**src/sv/sqbs_pkg.sv**
```systemverilog
// shared types and constants for the sprite quad batch setup block
package sqbs_pkg;

   localparam int SlotMax = 32;
   localparam int AtanCount = 24;
   localparam logic [30:0] HalfPiQ30 = 31'd1686629713;
   localparam logic [31:0] GainQ30 = 32'd652032874;

   localparam logic [1:0] KIND_VERTEX = 2'd0;
   localparam logic [1:0] KIND_BIND = 2'd1;
   localparam logic [1:0] KIND_DRAW = 2'd2;

   // datapath commands from the controller
   typedef struct packed {
      logic load;         // capture request and start rotation setup
      logic cordic_step;  // one cordic iteration
      logic mul_start;    // start product sequence
      logic mul_step;     // advance product sequence
      logic emit_vertex;  // load output with corner
      logic emit_bind;    // load output with bind of slot index
      logic emit_draw;    // load output with draw call
      logic set_last;
      logic [1:0] corner;
   } sqbs_cmd_type;

   function automatic logic [31:0] atan_q30(input logic [4:0] i);
      logic [31:0] t [0:AtanCount-1];
      t = '{32'h3243F6A8, 32'h1DAC6705, 32'h0FADBAFC, 32'h07F56EA6, 32'h03FEAB76,
            32'h01FFD55B, 32'h00FFFAAA, 32'h007FFF55, 32'h003FFFEA, 32'h001FFFFD,
            32'h000FFFFF, 32'h0007FFFF, 32'h0003FFFF, 32'h0001FFFF, 32'h0000FFFF,
            32'h00007FFF, 32'h00003FFF, 32'h00001FFF, 32'h00000FFF, 32'h000007FF,
            32'h000003FF, 32'h000001FF, 32'h000000FF, 32'h0000007F};
      if (i < 5'(AtanCount)) begin
         return t[i];
      end else begin
         return 32'd0;
      end
   endfunction

endpackage

```
**src/sv/sqbs_control.sv**
```systemverilog
// sequencer: slot lookup, flush, rotation and vertex emission
module sqbs_control import sqbs_pkg::*; #(
   parameter int BATCH_QUADS = 32768,
   parameter int SLOT_COUNT = 32,
   parameter int CORDIC_STEPS = 16
) (
   input  logic          clock,
   input  logic          reset,
   input  logic [15:0]   white_id,
   input  logic          in_valid,
   output logic          in_ready,
   input  logic          in_mode,
   input  logic [15:0]   in_tex,
   output logic          out_valid,
   input  logic          out_ready,
   input  logic [4:0]    step_cnt,
   output sqbs_cmd_type  cmd,
   output logic [4:0]    slot,
   output logic [15:0]   bind_tex,
   output logic [17:0]   count
);

   localparam logic [18:0] Limit = 19'(6 * BATCH_QUADS);
   localparam logic [5:0] SlotCap = 6'(SLOT_COUNT);
   localparam logic [4:0] Steps = 5'(CORDIC_STEPS);

   typedef enum logic [3:0] {
      IDLE, SEARCH, FLUSH_BIND, FLUSH_DRAW, ALLOC, ROTATE, MULT, VERTEX, WAIT_OUT
   } state_type;

   state_type state_ff;
   logic [15:0] table_mem [0:SlotMax-1];
   logic [5:0] used_ff;
   logic [18:0] idx_ff;
   logic [5:0] scan_ff;
   logic [4:0] slot_ff;
   logic mode_ff, vf_ff;
   logic [15:0] tex_ff;
   logic [1:0] corner_ff;
   logic [2:0] mul_ff;
   logic valid_ff;
   logic [15:0] rd_ff;
   logic [15:0] entry;

   // one entry read per cycle, registered; slot zero always the white handle
   always_ff @(posedge clock) begin
      rd_ff <= table_mem[scan_ff[4:0]];
      if (state_ff == ALLOC) table_mem[used_ff[4:0]] <= tex_ff;
   end

   assign entry = (scan_ff == 6'd0) ? white_id : rd_ff;
   // rd_ff is registered and holds table_mem[scan] in the cycle after; each probe waits for it

   logic probe_ff;

   always_comb begin
      cmd = '0;
      cmd.corner = corner_ff;
      cmd.load = (state_ff == IDLE) && in_valid && !in_mode;
      cmd.cordic_step = (state_ff == ROTATE) && (step_cnt < Steps) &&
                        (step_cnt < 5'(AtanCount));
      cmd.mul_start = (state_ff == ROTATE);
      cmd.mul_step = (state_ff == MULT);
      cmd.emit_vertex = (state_ff == VERTEX) && (!valid_ff || out_ready);
      cmd.emit_bind = (state_ff == FLUSH_BIND) && probe_ff && (!valid_ff || out_ready);
      cmd.emit_draw = (state_ff == FLUSH_DRAW) && (!valid_ff || out_ready);
      cmd.set_last = (state_ff == VERTEX) ? (corner_ff == 2'd3) :
                     (state_ff == FLUSH_DRAW) ? mode_ff : 1'b0;
   end

   assign in_ready = (state_ff == IDLE);
   assign out_valid = valid_ff;
   assign slot = (state_ff == FLUSH_BIND) ? scan_ff[4:0] : slot_ff;
   assign bind_tex = entry;
   assign count = idx_ff[17:0];

   logic emit;
   assign emit = cmd.emit_vertex || cmd.emit_bind || cmd.emit_draw;

   always_ff @(posedge clock) begin
      if (reset) begin
         state_ff <= IDLE;
         used_ff <= 6'd1;
         idx_ff <= '0;
         valid_ff <= 1'b0;
         scan_ff <= '0;
         probe_ff <= 1'b0;
         corner_ff <= '0;
         mul_ff <= '0;
         slot_ff <= '0;
         mode_ff <= 1'b0;
         tex_ff <= '0;
         vf_ff <= 1'b0;
      end else begin
         if (emit) valid_ff <= 1'b1;
         else if (out_ready) valid_ff <= 1'b0;
         case (state_ff)
            IDLE: begin
               if (in_valid) begin
                  mode_ff <= in_mode;
                  tex_ff <= in_tex;
                  scan_ff <= '0;
                  probe_ff <= 1'b0;
                  if (in_mode || idx_ff >= Limit) begin
                     if (idx_ff != 0) state_ff <= FLUSH_BIND;
                     else begin
                        used_ff <= 6'd1;
                        state_ff <= in_mode ? IDLE : SEARCH;
                     end
                  end else begin
                     state_ff <= SEARCH;
                  end
               end
            end
            FLUSH_BIND: begin
               if (!probe_ff) probe_ff <= 1'b1;
               else if (cmd.emit_bind) begin
                  probe_ff <= 1'b0;
                  if (scan_ff + 6'd1 >= used_ff) state_ff <= FLUSH_DRAW;
                  else scan_ff <= scan_ff + 6'd1;
               end
            end
            FLUSH_DRAW: begin
               if (cmd.emit_draw) begin
                  idx_ff <= '0;
                  used_ff <= 6'd1;
                  scan_ff <= '0;
                  probe_ff <= 1'b0;
                  if (mode_ff) state_ff <= IDLE;
                  else if (vf_ff) state_ff <= ALLOC;
                  else state_ff <= SEARCH;
               end
            end
            SEARCH: begin
               vf_ff <= 1'b0;
               if (!probe_ff) probe_ff <= 1'b1;
               else begin
                  probe_ff <= 1'b0;
                  if (entry == tex_ff) begin
                     slot_ff <= scan_ff[4:0];
                     state_ff <= ROTATE;
                  end else if (scan_ff + 6'd1 < used_ff && scan_ff < 6'd31) begin
                     scan_ff <= scan_ff + 6'd1;
                  end else if (used_ff >= SlotCap || used_ff >= 6'd32) begin
                     scan_ff <= '0;
                     vf_ff <= 1'b1;
                     if (idx_ff != 0) state_ff <= FLUSH_BIND;
                     else begin
                        used_ff <= 6'd1;
                        state_ff <= ALLOC;
                     end
                  end else begin
                     state_ff <= ALLOC;
                  end
               end
            end
            ALLOC: begin
               vf_ff <= 1'b0;
               slot_ff <= used_ff[4:0];
               used_ff <= used_ff + 6'd1;
               state_ff <= ROTATE;
            end
            ROTATE: begin
               mul_ff <= '0;
               if (!cmd.cordic_step) state_ff <= MULT;
            end
            MULT: begin
               mul_ff <= mul_ff + 3'd1;
               if (mul_ff == 3'd3) begin
                  corner_ff <= '0;
                  state_ff <= VERTEX;
               end
            end
            VERTEX: begin
               if (cmd.emit_vertex) begin
                  corner_ff <= corner_ff + 2'd1;
                  if (corner_ff == 2'd3) begin
                     idx_ff <= idx_ff + 19'd6;
                     state_ff <= IDLE;
                  end
               end
            end
            default: state_ff <= IDLE;
         endcase
      end
   end

endmodule

```
**config.mk**
```make
export PLATFORM = sky130hd
export DESIGN_NAME = sqbs_control
export DESIGN_NICKNAME = d
export VERILOG_FILES = /design/src/sv/sqbs_pkg.sv /design/src/sv/sqbs_control.sv
export SDC_FILE = /design/constraint.sdc
export NUM_CORES = 1
export LEC_CHECK = 0
export BUFFER_PORTS_ARGS = -buffer_cell sky130_fd_sc_hd__clkbuf_2
export CAP_MARGIN = 20
export CORE_MARGIN = 3
export CORE_UTILIZATION = 55
export DETAILED_ROUTE_END_ITERATION = 7
export PLACE_DENSITY_LB_ADDON = 0.05
export REMOVE_ABC_BUFFERS = 1
export SLEW_MARGIN = 25
export SYNTH_ARGS = -nofsm -noshare
export SYNTH_HDL_FRONTEND = slang
export SYNTH_SLANG_ARGS = --single-unit
```
**constraint.sdc**
```tcl
create_clock -name clock -period 3.4 [get_ports clock]
set_clock_uncertainty 0.2 [all_clocks]
set_input_delay 0.17 -clock clock [delete_from_list [all_inputs] [get_ports clock]]
set_output_delay 0.17 -clock clock [all_outputs]
set_load 0.02 [all_outputs]
```
Yosys cells after proc, flatten, opt, wreduce, memory -nomap -nowiden
Memory sizes are Yosys's and may differ from the RTL's. A register that Yosys moved wholly into a read port is not among the register bits.
Cells that the tools add are included.
{ "totals": {"register_bits": 65, "ramBits": 512, "mem_count": 1, "output_inout_bits": 51, "in_bits": 42} }
{ "memory_table": {"columns": ["name", "words", "word_bits", "rd", "rd_clocked_by_memory_dff", "write_ports", "line_no", "text"], "rows": [
  ["table_mem", 32, 16, 1, 1, 1, "sqbs_control.sv:32", "logic [15:0] table_mem [0:SlotMax-1];"]
]} }
{ "op_classes": {"n_lt_le_gt_ge": 7, "n_reduce_logical": 33, "eq_ne": 28, "n_addsub": 5, "mux": 69} }
{ "ops": {"columns": ["cell", "n"], "rows": [
  ["6-bit two-way mux", 17],
  ["19-bit two-way mux", 3],
  ["4-bit two-way mux", 14],
  ["6-bit case mux with 4 select lines", 2],
  ["19-bit case mux with 2 select lines", 1],
  ["4-bit case mux with 8 select lines", 1],
  ["2-bit != test, second input constant", 12],
  ["19-bit by 3-bit adder with 19-bit output, second input constant", 1],
  ["19-bit by 18-bit >= comparator with 1-bit output, second input constant", 1],
  ["19-bit nonzero test", 1],
  ["16-bit equality test", 1],
  ["4-bit by 3-bit equality test with 1-bit output, second input constant", 4],
  ["1-bit two-way mux", 16],
  ["16-bit two-way mux", 1],
  ["5-bit two-way mux", 3],
  ["6-bit by 1-bit adder with 6-bit output, second input constant", 2],
  ["11-bit AND reduction", 1],
  ["5-bit less-than comparator, second input constant", 2],
  ["5-bit case mux with 2 select lines", 1],
  ["2-bit nonzero test", 5],
  ["1-bit logical AND", 9],
  ["3-bit two-way mux", 3],
  ["3-bit AND reduction", 3],
  ["9-bit AND reduction", 1],
  ["25 further kinds", 37]
]} }

Longest topological paths before layout
{ "logic_depth": {"depth_word": 7, "ltp_mapped": 14} }

Worst setup path before layout
OpenSTA, ideal clock, no wires.
{ "synth_path": {"kind": "register -> register", "start": "reg scan_ff[0]", "end": "reg scan_ff[0]", "required_time_ps": 3128, "setup_time_ps": 72, "n_path_buf": 4, "t_arrival_ps": 3323, "slack_ps": -195, "path_stages_with_launch": 15, "cell_sequence": "dfxtp_1 > clkbuf_1 > buf_2 > buf_1 > inv_1 > ha_1 > ha_1 > nor2b_1 > o21ai_0 > a21oi_1 > nor2b_1 > o311ai_0 > a21o_1 > buf_2 > mux2i_1"} }
{ "synth_via": {"elab_chain_len": 7, "word_cells_on_any_way": 19, "classes_between": "add/sub: 1; order compare: 3; eq/ne: 4; mux: 8; reduce/logical: 3"} }
{ "synth_rtl": {"columns": ["item", "line_no", "text"], "rows": [
  ["start: declaration", "sqbs_control.sv:35", "logic [5:0] scan_ff;"],
  ["start signal: assignment", "sqbs_control.sv:120", "else scan_ff <= scan_ff + 6'd1;"],
  ["start signal: assignment", "sqbs_control.sv:143", "scan_ff <= scan_ff + 6'd1;"],
  ["6-bit by 1-bit adder with 6-bit output", null, null],
  ["6-bit less-than comparator", "sqbs_control.sv:142", "end else if (scan_ff + 6'd1 < used_ff && scan_ff < 6'd31) begin"],
  ["1-bit logical AND", "sqbs_control.sv:142", null],
  ["6-bit two-way mux", "sqbs_control.sv:142", null],
  ["6-bit two-way mux", "sqbs_control.sv:139", "if (entry == tex_ff) begin"],
  ["6-bit two-way mux", "sqbs_control.sv:136", "if (!probe_ff) probe_ff <= 1'b1;"],
  ["6-bit case mux with 4 select lines", "sqbs_control.sv:97", "case (state_ff)"]
]} }
Parallel ways exist; a longest one is shown, timed or not. The select of a mux whose other input is x is not followed.
A chain may end at the register's enable or synchronous reset.

Worst setup path in the final report
Same ends and word-level chain as after synthesis.

==> qor.txt <==
Worst EP required - 3.73 ns
Max VDD drop - 0.480 mV
Critical path arrival - 3.58 ns
Register area share after synthesis - 70.5%
Initial antenna violation count - 1
Initial Utilization - 56.4%
TritonCTS clock tree - yes
Most used cell, CP - a21o_1
Slew Viols, Final - 0
Commonest cells after routing, fill and taps aside - 512 x edfxtp_1, 160 x mux4_2, 154 x nand2_1
Hold path depth - 4
Crit-path cells - ha_1 > and3_1 > xnor2_1 > ha_1 > a21o_1 > a21o_1 > a211oi_2 > nor2b_1 > o311ai_1 > a21o_1 > mux2i_1
Gate family responsible for the most delay along the worst path - compound AO/OA/AOI/OAI gates
Max_cap viols - 0
DR iter-0 viols - 1,321
# DRC - 0
Leakage dissipation - 9.14 nW
Dpl cells - 2,048
#FFs+latches synth - 591
Slew HR - 30.7%
FF-to-FF Start - scan_ff[0]
Synth-to-Final Area Change - 15.0%
Drt wl/cell - 25.9 µm
Die ar. - 46,300 µm²
Fmax - 0.308 GHz
Buf/Inv on CP - 0
Final hold slack - 0.174 ns
Register-to-Register Path Depth - 11
Worst setup SP type - register
H-tree depth - 2
Global-route wire length before repair - 85,400 µm
Worst setup path category - reg2reg
Largest net degree at the start of global routing - 66
Period utilization - 95.4%
Min Tclk post-route - 3.24 ns
Post-layout net count - 1,617
Non-Filler Instances - 2,185
Hold path endpoint - tex_ff[14]
Detailed Route WL - 56,700 µm
Final instance area - 27,600 µm²
Height of the die - 215 µm
CP peak stage delay - 0.55 ns
Dominant synthesized flop cell - edfxtp_1
Min-delay worst type - in2reg
Worst hold start - in_tex[14]
Crit-path max FO - 6
Syn Std Cell Area - 24,000 µm²
Post-synth EDFFs - 512
CTS root buf - clkbuf_16
Synth area leader - edfxtp_1
Crit end category - register
Critical Path Stages - 11
CORE AREA - 42,600 µm²
CTS Buffer Depth - 3
DP HPWL - 34,200 µm
Top post-synthesis cells by area - edfxtp_1 64%, mux4_2 15%, dfxtp_1 6.6%, nand2_1 2.4%, nor2_1 1.4%
Most common cell after layout, fill and taps aside - edfxtp_1
Status - finished, final reports clean
Die X - 215 µm
Syn_area_per_cell - 17.2 µm²
CP max-delay cell - o311ai_1
Grt ovf - 0
Drt via density - 6.00
Final WS setup - 0.156 ns
Clk sinks - 591
Detail Route Antenna Nets - 0
Post-Synthesis Cells - 1,399
Cell Area, Placed - 25,500 µm²
Reg2reg setup slack - 0.16 ns
CTS Buf Count - 58
Number of global-route vias before repair - 13,200
Synth top area share - 64.0%
Share of cells above drive strength 1 - 28.5%
Hold Violations, Final - 0
Port bufs - 87
Clk Latency, worst-skew pair - 0.61 ns
Worst-Margin Slew - 1.04 ns
Diode count - 0
Gr usage total - 25.0%
Synth unique cells - 61
FILL cells - 3,047
Asr flop ratio synth - 0%
# IOs - 93
Std-Cell Rows - 75
DRT Pass-1 Iters - 5
Clock Pin Slew Worst Setup and Hold Paths - 0.06 ns
Vias after detailed routing - 13,100
PwrDens - 618 nW/µm²
Warnings, synthesis - 0
RD Place Congestion - 0.876
Final setup viols - 0
RR Endpoint - scan_ff[0]
Dpl ws - 0.0595 ns
[where the power goes]
| part | switching, mW | internal [mW] |
|---|---|---|
| clock | 2.62 | 3.74 |
| sequential | 0.143 | 8.32 |
| combinational | 1.44 | 0.826 |
[worst register-to-register path, cell delays in order (launching register included)]
cell and delay (ns):
dfxtp_4 0.38, ha_1 0.27, and3_1 0.27, xnor2_1 0.15
ha_1 0.29, a21o_1 0.11, a21o_1 0.18, a211oi_2 0.08
nor2b_1 0.16, o311ai_1 0.55, a21o_1 0.31, mux2i_1 0.23
[worst max-delay path by stage]
stage	from	endpoint
after detailed placement	scan_ff[0]	used_ff[0]
after global placement	scan_ff[0]	scan_ff[0]
after floorplan	scan_ff[0]	used_ff[0]
final	scan_ff[0]	scan_ff[0]
after CTS	scan_ff[0]	scan_ff[0]
after global routing	scan_ff[0]	scan_ff[0]
[cells by family after synthesis]
group	synth area share (%)
xor gates and xnor gates	1.09
adders and majority gates	0.833
other	0.0156
DFF	70.5
muxes	15.3
and+or+nand+nor	6.44
AOI/OAI and AO/OA	3.46
buffers and inverters	2.28
[flip-flops by register name, summed over array words and instances, names as in the netlist]
register	count
used_ff	6
vf_ff	1
out_valid	1
table_mem	512
idx_ff	18
tex_ff	16
mul_ff	3
state_ff	3
corner_ff	2
scan_ff	6
rd_ff	16
slot_ff	5
mode_ff	1
probe_ff	1
[per-stage QoR]
stage	total power, mW	setup TNS, ns	utilization (%)
finish	17.1	0	64.9
global route	17.7	-0.163	64.9
CTS	17.2	0	64.8
detailed placement	10.8	0	59.8
global placement	10.8	0	59.8
floorplan	10.1	-235.79	-
[per-layer routing]
| layer | routed length, µm | part of all wire [%] | vias up | global-route usage, % |
|---|---|---|---|---|
| met2 | 27200 | 48 | 449 | 39.4 |
| met1 | 24000 | 42 | 6773 | 36.4 |
| li1 | - | - | 5807 | - |
| met3 | 3770 | 6.7 | 88 | 4.86 |
| met4 | 1640 | 2.9 | 2 | 7.40 |
| met5 | 11 | 0.019 | - | 0 |
[Yosys cell counts, types with 20 or more instances]
cell type	number
dfxtp_1	79
nor2_1	90
nand2_1	155
buf_1	21
inv_1	31
nand3_1	20
xnor2_1	27
clkbuf_1	44
mux4_2	160
a21oi_1	45
o21ai_0	20
edfxtp_1	512
[timing repair]
action / 4_1_cts / 5_1_grt
hold buffers: 24 / 0
resized for setup: 0 / 3
hold endpoints to repair: 32 / 0
buffers inserted: 0 / 4
setup endpoints to repair: 0 / 13
[cell type report]
type	instances	area, µm²	share of cell area [%]
well taps	577	722	2.61
multi-input cells	686	6620	24.0
clock inverters	24	213	0.769
clock buffers	85	1700	6.14
inverters	32	120	0.434
repair buffers	190	1310	4.72
flip-flops and latches	591	17000	61.4
Power figures use the tool's default switching activity.
